<file path="config.mk">
export PLATFORM = sky130hd
export DESIGN_NAME = audio_frame_timestamp_generator
export DESIGN_NICKNAME = d
export VERILOG_FILES = /design/src/hdl/aftg_pkg.sv /design/src/hdl/aftg_cfg.sv /design/src/hdl/audio_frame_timestamp_generator.sv
export SDC_FILE = /design/constraint.sdc
export NUM_CORES = 1
export LEC_CHECK = 0
export BUFFER_PORTS_ARGS = -buffer_cell sky130_fd_sc_hd__buf_2
export CELL_PAD_IN_SITES_DETAIL_PLACEMENT = 1
export CELL_PAD_IN_SITES_GLOBAL_PLACEMENT = 1
export CORE_UTILIZATION = 52
export CTS_CLUSTER_DIAMETER = 200
export CTS_CLUSTER_SIZE = 14
export DETAILED_ROUTE_END_ITERATION = 7
export HOLD_SLACK_MARGIN = 0.03
export PLACE_DENSITY_LB_ADDON = 0.1
export REMOVE_ABC_BUFFERS = 1
export SLEW_MARGIN = 20
export SYNTH_ARGS = -nofsm -noshare
export SYNTH_HDL_FRONTEND = slang
export SYNTH_HIERARCHICAL = 1
export SYNTH_SLANG_ARGS = --single-unit
</file>
<file path="constraint.sdc">
create_clock -name clk -period 18.5 [get_ports clk]
set_input_delay 0.925 -clock clk [delete_from_list [all_inputs] [get_ports clk]]
set_output_delay 0.925 -clock clk [all_outputs]
set_load 0.01 [all_outputs]
</file>
<file path="src/hdl/aftg_pkg.sv">
// ----------------------------------------------------------------------------
// aftg_pkg
// Shared types and constants of the audio frame time stamp generator.
// ----------------------------------------------------------------------------
`default_nettype none

package aftg_pkg;

  localparam logic [29:0] NS_PER_SEC   = 30'd1000000000;
  localparam logic [29:0] NS_PER_FRAME = 30'd20000000;
  localparam int          NS_PER_MS    = 1000000;

  localparam int          OFFSET_MS_MAX   = 999;
  localparam int          OFFSET_MS_RESET = -180;
  localparam logic [15:0] HOLD_MS_RESET   = 16'd200;

  localparam int IN_TDATA_W  = 104;
  localparam int OUT_TDATA_W = 64;
  localparam int CFG_DATA_W  = 16;

  typedef enum logic [0:0] {
    REG_TIMING_OFFSET = 1'b0,
    REG_HOLD          = 1'b1
  } cfg_reg_t;

  // Offset is kept as a ready-made nanosecond value.
  typedef struct packed {
    logic signed [30:0] off_ns;
    logic [15:0]        hold_ms;
  } cfg_t;

endpackage

`default_nettype wire

</file>
<file path="src/hdl/aftg_cfg.sv">
// ----------------------------------------------------------------------------
// aftg_cfg
// Configuration registers: saturated timing offset, scaled to nanoseconds at
// write time, and the hold time.
// ----------------------------------------------------------------------------
`default_nettype none

module aftg_cfg (
  input  wire logic                             clk,
  input  wire logic                             rst_n,
  input  wire logic                             cfg_we,
  input  wire logic [0:0]                       cfg_index,
  input  wire logic [aftg_pkg::CFG_DATA_W-1:0]  cfg_wdata,
  output aftg_pkg::cfg_t                        cfg
);
  import aftg_pkg::*;

  logic signed [10:0] raw_ms;
  logic signed [10:0] sat_ms;
  logic signed [31:0] prod_ns;
  logic signed [30:0] off_ns_r;
  logic signed [30:0] off_ns_nxt;
  logic [15:0]        hold_r;
  logic [15:0]        hold_nxt;

  always_comb begin
    raw_ms = $signed(cfg_wdata[10:0]);
    if (raw_ms > 11'(OFFSET_MS_MAX)) begin
      sat_ms = 11'(OFFSET_MS_MAX);
    end else if (raw_ms < -11'(OFFSET_MS_MAX)) begin
      sat_ms = -11'(OFFSET_MS_MAX);
    end else begin
      sat_ms = raw_ms;
    end
    prod_ns = 32'(sat_ms) * 32'(NS_PER_MS);

    off_ns_nxt = off_ns_r;
    hold_nxt   = hold_r;
    if (cfg_we) begin
      unique case (cfg_reg_t'(cfg_index))
        REG_TIMING_OFFSET: off_ns_nxt = prod_ns[30:0];
        REG_HOLD:          hold_nxt   = cfg_wdata[15:0];
        default: begin
          off_ns_nxt = off_ns_r;
          hold_nxt   = hold_r;
        end
      endcase
    end
  end

  always_ff @(posedge clk) begin
    if (!rst_n) begin
      off_ns_r <= 31'(OFFSET_MS_RESET * NS_PER_MS);
      hold_r   <= HOLD_MS_RESET;
    end else begin
      off_ns_r <= off_ns_nxt;
      hold_r   <= hold_nxt;
    end
  end

  assign cfg.off_ns  = off_ns_r;
  assign cfg.hold_ms = hold_r;

endmodule

`default_nettype wire

</file>
<file path="src/hdl/audio_frame_timestamp_generator.sv">
// ----------------------------------------------------------------------------
// audio_frame_timestamp_generator
// Stamps audio frames with anchor time plus 20 ms per frame plus an offset.
// ----------------------------------------------------------------------------
// The block takes one frame word per clock while in_tready is high. The word
// is held in an input register (where its nanoseconds are already folded
// below one second), and one pass of adds and compares fills the result
// register with its stamp. Words whose connected flag is low are taken and
// dropped without any effect. A burst restarts on the first frame, after a
// frame with zero RSSI, or after a gap above hold_ms; the running stamp of the
// burst is kept in registers and advanced by 20 ms per frame, so no divider
// is needed. While a result waits, a word is still taken if the input register
// is empty; once both registers hold a word, in_tready follows out_tready in
// the same cycle.
`default_nettype none

module audio_frame_timestamp_generator (
  input  wire logic                              clk,
  input  wire logic                              rst_n,
  input  wire logic                              cfg_we,
  input  wire logic [0:0]                        cfg_index,
  input  wire logic [aftg_pkg::CFG_DATA_W-1:0]   cfg_wdata,
  input  wire logic                              in_tvalid,
  output logic                                   in_tready,
  // frame_sec[31:0], frame_nsec[61:32], rssi[69:62], now_ms[101:70], zero pad
  input  wire logic [aftg_pkg::IN_TDATA_W-1:0]   in_tdata,
  // connected[0]
  input  wire logic                              in_tuser,
  output logic                                   out_tvalid,
  input  wire logic                              out_tready,
  // stamp_sec[31:0], stamp_nsec[61:32], zero pad
  output logic [aftg_pkg::OUT_TDATA_W-1:0]       out_tdata
);
  import aftg_pkg::*;

  cfg_t cfg;

  aftg_cfg u_cfg (
    .clk       (clk),
    .rst_n     (rst_n),
    .cfg_we    (cfg_we),
    .cfg_index (cfg_index),
    .cfg_wdata (cfg_wdata),
    .cfg       (cfg)
  );

  // Input register.
  logic        in_valid_r;
  logic        conn_r;
  logic [31:0] fsec_r;
  logic [29:0] fnsec_r;
  logic        keyed_in_r;
  logic [31:0] now_r;
  logic [31:0] cap_sec;
  logic [29:0] cap_nsec;

  // Burst state. keyed_r also serves as the anchor-valid flag: both are set
  // and cleared together.
  logic        keyed_r;
  logic        keyed_nxt;
  logic [31:0] last_ms_r;
  logic [31:0] bf_r;
  logic [31:0] bf_nxt;
  logic [31:0] anc_sec_r;
  logic [29:0] anc_nsec_r;
  logic [31:0] anc_sec_nxt;
  logic [29:0] anc_nsec_nxt;
  logic [31:0] acc_sec_r;
  logic [29:0] acc_nsec_r;
  logic [31:0] acc_sec_nxt;
  logic [29:0] acc_nsec_nxt;

  // Result register.
  logic        out_valid_r;
  logic [31:0] stamp_sec_r;
  logic [29:0] stamp_nsec_r;

  logic        advance;
  logic        work;
  logic [31:0] gap;
  logic        restart;
  logic [31:0] base_sec;
  logic [29:0] base_nsec;
  logic signed [31:0] sum_ns;
  logic [31:0] st_sec;
  logic [29:0] st_nsec;
  logic [29:0] adv_nsec;
  logic [31:0] adv_sec;
  logic [29:0] adv_nsec_n;

  assign advance   = !out_valid_r || out_tready;
  assign in_tready = !in_valid_r || advance;
  assign work      = in_valid_r && advance && conn_r;

  always_comb begin
    if (in_tdata[61:32] >= NS_PER_SEC) begin
      cap_nsec = in_tdata[61:32] - NS_PER_SEC;
      cap_sec  = in_tdata[31:0] + 32'd1;
    end else begin
      cap_nsec = in_tdata[61:32];
      cap_sec  = in_tdata[31:0];
    end
  end

  always_ff @(posedge clk) begin
    if (!rst_n) begin
      in_valid_r <= 1'b0;
    end else if (in_tready) begin
      in_valid_r <= in_tvalid;
    end
  end

  always_ff @(posedge clk) begin
    if (in_tready && in_tvalid) begin
      conn_r     <= in_tuser;
      fsec_r     <= cap_sec;
      fnsec_r    <= cap_nsec;
      keyed_in_r <= (in_tdata[69:62] != 8'd0);
      now_r      <= in_tdata[101:70];
    end
  end

  always_comb begin
    gap     = now_r - last_ms_r;
    restart = !keyed_r || (gap > {16'd0, cfg.hold_ms});

    base_sec  = restart ? fsec_r  : acc_sec_r;
    base_nsec = restart ? fnsec_r : acc_nsec_r;

    sum_ns = $signed({2'b00, base_nsec}) + 32'(cfg.off_ns);
    if (sum_ns >= $signed({2'b00, NS_PER_SEC})) begin
      st_nsec = 30'(sum_ns - $signed({2'b00, NS_PER_SEC}));
      st_sec  = base_sec + 32'd1;
    end else if (sum_ns < 32'sd0) begin
      st_nsec = 30'(sum_ns + $signed({2'b00, NS_PER_SEC}));
      st_sec  = base_sec - 32'd1;
    end else begin
      st_nsec = sum_ns[29:0];
      st_sec  = base_sec;
    end

    // Running stamp for the next frame of the burst.
    adv_nsec = base_nsec + NS_PER_FRAME;
    if (adv_nsec >= NS_PER_SEC) begin
      adv_nsec_n = adv_nsec - NS_PER_SEC;
      adv_sec    = base_sec + 32'd1;
    end else begin
      adv_nsec_n = adv_nsec;
      adv_sec    = base_sec;
    end

    anc_sec_nxt  = restart ? fsec_r  : anc_sec_r;
    anc_nsec_nxt = restart ? fnsec_r : anc_nsec_r;
    bf_nxt       = (restart ? 32'd0 : bf_r) + 32'd1;

    // When the frame count wraps, the burst offset starts over at the anchor.
    if (bf_nxt == 32'd0) begin
      acc_sec_nxt  = anc_sec_nxt;
      acc_nsec_nxt = anc_nsec_nxt;
    end else begin
      acc_sec_nxt  = adv_sec;
      acc_nsec_nxt = adv_nsec_n;
    end

    keyed_nxt = keyed_in_r;
  end

  always_ff @(posedge clk) begin
    if (!rst_n) begin
      keyed_r <= 1'b0;
    end else if (work) begin
      keyed_r <= keyed_nxt;
    end
  end

  always_ff @(posedge clk) begin
    if (work) begin
      last_ms_r  <= now_r;
      bf_r       <= bf_nxt;
      anc_sec_r  <= anc_sec_nxt;
      anc_nsec_r <= anc_nsec_nxt;
      acc_sec_r  <= acc_sec_nxt;
      acc_nsec_r <= acc_nsec_nxt;
    end
  end

  always_ff @(posedge clk) begin
    if (!rst_n) begin
      out_valid_r <= 1'b0;
    end else if (advance) begin
      out_valid_r <= in_valid_r && conn_r;
    end
  end

  always_ff @(posedge clk) begin
    if (work) begin
      stamp_sec_r  <= st_sec;
      stamp_nsec_r <= st_nsec;
    end
  end

  assign out_tvalid = out_valid_r;
  assign out_tdata  = {2'b00, stamp_nsec_r, stamp_sec_r};

endmodule

`default_nettype wire

</file>
==> summary.md <==
| Metric | Value |
|---|---|
| Status | `complete, no violations` |
| CP required | `18.85 ns` |
| Final Routed Wirelength | `80.8 mm` |
| Pin count of the biggest net entering global routing | `182` |
| Total gr overflow | `0` |
| CP top delay family | `simple AND/OR/NAND/NOR gates` |
| Number of global-route vias before repair | `23700` |
| H-tree Lvls | `1` |
| Maxcap violations | `0` |
| Most frequent CP cell | `a21oi_1` |
| DP Wirelength | `60.4 mm` |
| Die ar. | `53900 sq um` |
| Post_cts resized | `0` |
| Clk sink count | `390` |
| Reg clk slew, reported paths | `0.07 ns` |
| Routed via count | `23100` |
| Syn Area/Cell | `9.27 sq um` |
| Leading cell type in the layout, fill and taps excluded | `nand2_1` |
| Global-route wire length before repair | `127 mm` |
| RSZ-0062 raised after global routing | `false` |
| YS warnings | `6` |
| Startpoint types | `register` |
| Clock Root Buffer | `clkbuf_16` |
| CP max-delay cell | `and2_1` |
| Max VDD drop | `0.0952 mV` |
| DR vias/cell | `6.07` |
| Share of synthesized registers carrying an async set or reset | `0` |
| F_max | `0.0882 GHz` |
| Seq cells post-synth | `390` |
| Worst-Margin Slew | `1.22 ns` |
| WHS | `0.469 ns` |
| Post-route minimum period | `11.34 ns` |
| DR DRC count | `0` |
| Top FF cell, synth | `edfxtp_1` |
| Placer Congestion | `0.899` |
| Hold Startpoint | `now_r[18]` |
| Post-CTS setup buffers | `0` |
| Row count | `84` |
| FF-to-FF End | `stamp_nsec_r[25]` |
| Final hold vios | `0` |
| Hold Path End | `last_ms_r[18]` |
| Hold_buf cts | `0` |
| Slew headroom | `0.184` |
| Max-slew violations | `0` |
| Post-Syn Area | `27600 sq um` |
| Port-buffer cells | `188` |
| Initial Util | `0.526` |
| Worst-Skew Late Latency | `0.63 ns` |
| Leakage power | `11.7 nW` |
| Setup_tns | `0 ns` |
| Unique cell type count in the Yosys netlist | `97` |
| Worst hold path type | `register to register` |
| DR iter-0 viols | `1426` |
| Area grow syn2layout | `8.39%` |
| Post-synth EDFFs | `346` |
| Bufs on Longest Clock Path | `3` |
| Crit path DAT | `11.69 ns` |
| CP bufs+invs | `2` |
| Routed length per instance | `21.3 um` |
| Antenna cells | `0` |
| Worst hold path depth | `0` |
| Crit-path max cell delay | `0.87 ns` |
| Commonest cells after routing, fill and taps aside | `473 x nand2_1, 346 x edfxtp_1, 208 x nor2_1` |
| Worst Clk Skew | `0.0291 ns` |
| # nets final | `3424` |
| Die Span Y | `232 um` |
| Ratio of cells with drive above 1 in the final layout | `0.0958` |
| Antenna viol nets, final | `0` |
| Final setup vio count | `0` |
| RR Startpoint | `now_r[0]` |
| Setup CP Type | `register to register` |
| Crit share post-route | `0.613` |
| Initial antenna violation count | `0` |
| Crit path launch | `now_r[0]` |
| Ports | `193` |
| DR pass1 iterations | `5` |
| Die Span X | `232 um` |
| Worst Setup End Kind | `register` |
| P per Cell Area | `96.3 nW/um^2` |
| Sequential share of the synthesized area | `0.409` |
| Fill cell count | `6078` |
| Core area | `52400 sq um` |
| Reg2reg path depth | `36` |
| Total Routing Usage GR | `0.295` |
| Flop-to-flop setup slack | `7.16 ns` |
| Number of CTS-inserted buffers | `31` |
| Post-Synthesis Cells | `2975` |
| Worst Path Max Fanout | `42` |
| TritonCTS clock tree | `built` |
==> worst max path at each step <==
stage	slack [ns]	depth (start not counted)	end
global route	6.42	37	stamp_nsec_r[25]
CTS	7.24	35	stamp_sec_r[31]
global placement	7.64	35	stamp_sec_r[31]
floorplan	1.84	24	acc_sec_r[6]
detailed placement	7.33	35	stamp_sec_r[31]
finish	7.16	36	stamp_nsec_r[25]
==> power by group <==
part	internal [mW]	total (mW)	switching, mW	leakage (nW)
Clock	0.305	0.629	0.324	0.406
Sequential	1.03	1.07	0.0382	3.60
Combinational	0.440	1.18	0.736	7.70
==> worst reg2reg max path, delay by kind of cell, from the launching register on <==
kind | cells | cell delay (ns)
AO/OA/AOI/OAI | 11 | 3.48
AND/OR/NAND/NOR | 16 | 5.06
adder cells (fa/ha/maj) | 4 | 0.96
multiplexers | 1 | 0.32
XOR/XNOR | 2 | 0.19
flip-flops | 1 | 0.42
buffers and inverters | 2 | 0.65
==> registers in the layout (all words and copies together), names as in the netlist, 16 cells and up <==
name / flops
fsec_r: 32
bf_r: 32
u_cfg/off_ns_r: 25
u_cfg/hold_r: 16
stamp_nsec_r: 30
now_r: 32
last_ms_r: 32
acc_sec_r: 32
acc_nsec_r: 30
anc_nsec_r: 30
stamp_sec_r: 32
anc_sec_r: 32
fnsec_r: 30
==> Yosys cell counts (8+ instances only) <==
master,instances,share of area
nand3b_1,11,0.0030
a21o_1,46,0.013
inv_1,155,0.021
o22ai_1,8,0.0018
nand3_1,112,0.020
nor2_1,209,0.028
o21bai_1,18,0.0049
xor2_1,123,0.039
nand2b_1,32,0.0073
o21a_1,26,0.0071
edfxtp_1,346,0.38
nor4_1,36,0.0082
dfxtp_1,44,0.032
o31ai_1,8,0.0022
a31oi_1,38,0.0086
nor3_1,73,0.013
or3_1,10,0.0023
mux2i_1,30,0.011
nand2_1,473,0.064
a211oi_1,18,0.0049
o21ai_1,16,0.0029
a21boi_0,34,0.0093
buf_2,26,0.0047
or4_1,9,0.0025
o21ai_0,126,0.023
nand4_1,55,0.012
nor3b_1,10,0.0027
o311ai_0,8,0.0025
o211ai_1,28,0.0076
a21oi_1,152,0.028
and2_1,43,0.0098
xnor2_1,134,0.043
buf_1,14,0.0019
ha_1,162,0.074
mux2_2,9,0.0037
buf_4,9,0.0025
and3_1,55,0.012
fa_1,35,0.025
nor2b_1,19,0.0043
clkbuf_1,69,0.0094
==> routing by layer <==
metal	vias up	part of all wire	routed length [um]	GRT usage
met2	604	0.48	38500	0.493
met1	11400	0.45	36200	0.406
met3	144	0.048	3900	0.0273
li1	10900	-	-	-
met5	-	0	0	0
met4	0	0.028	2230	0.0810
==> per-stage QoR <==
step	cells	power (mW)	setup WS, ns	utilization	instance area (sq um)
floorplan	2857	1.92	1.84	-	27000
detailed placement	3754	2.25	7.33	0.553	29000
CTS	3798	2.88	7.24	0.569	29900
finish	3799	2.88	7.16	0.570	29900
global placement	3754	2.19	7.64	0.553	29000
global route	3799	3.04	6.42	0.570	29900
==> kinds of logic (layout without fill, tap and decap cells) <==
family                   after synthesis  in the layout  share of synthesized area
adder cells (fa/ha/maj)              197            197                     0.0990
flip-flops                           390            390                      0.409
buffers and inverters                279            409                     0.0422
XOR/XNOR                             257            257                     0.0817
AND/OR/NAND/NOR                     1190           1190                      0.206
AO/OA/AOI/OAI                        617            617                      0.145
multiplexers                          43             43                     0.0167
other                                  2              8                   0.000272
==> area by class of cell <==
type,instances,area (sq um),area share
Clock buffer,42,817,0.0273
Clock inverter,2,23.8,0.000796
Inverter,155,582,0.0195
Multi-Input combinational cell,2312,15200,0.509
Sequential cell,390,11300,0.377
Tap cell,688,861,0.0288
Timing Repair Buffer,210,1120,0.0376
Note: power is estimated with default switching activity, not from simulation.
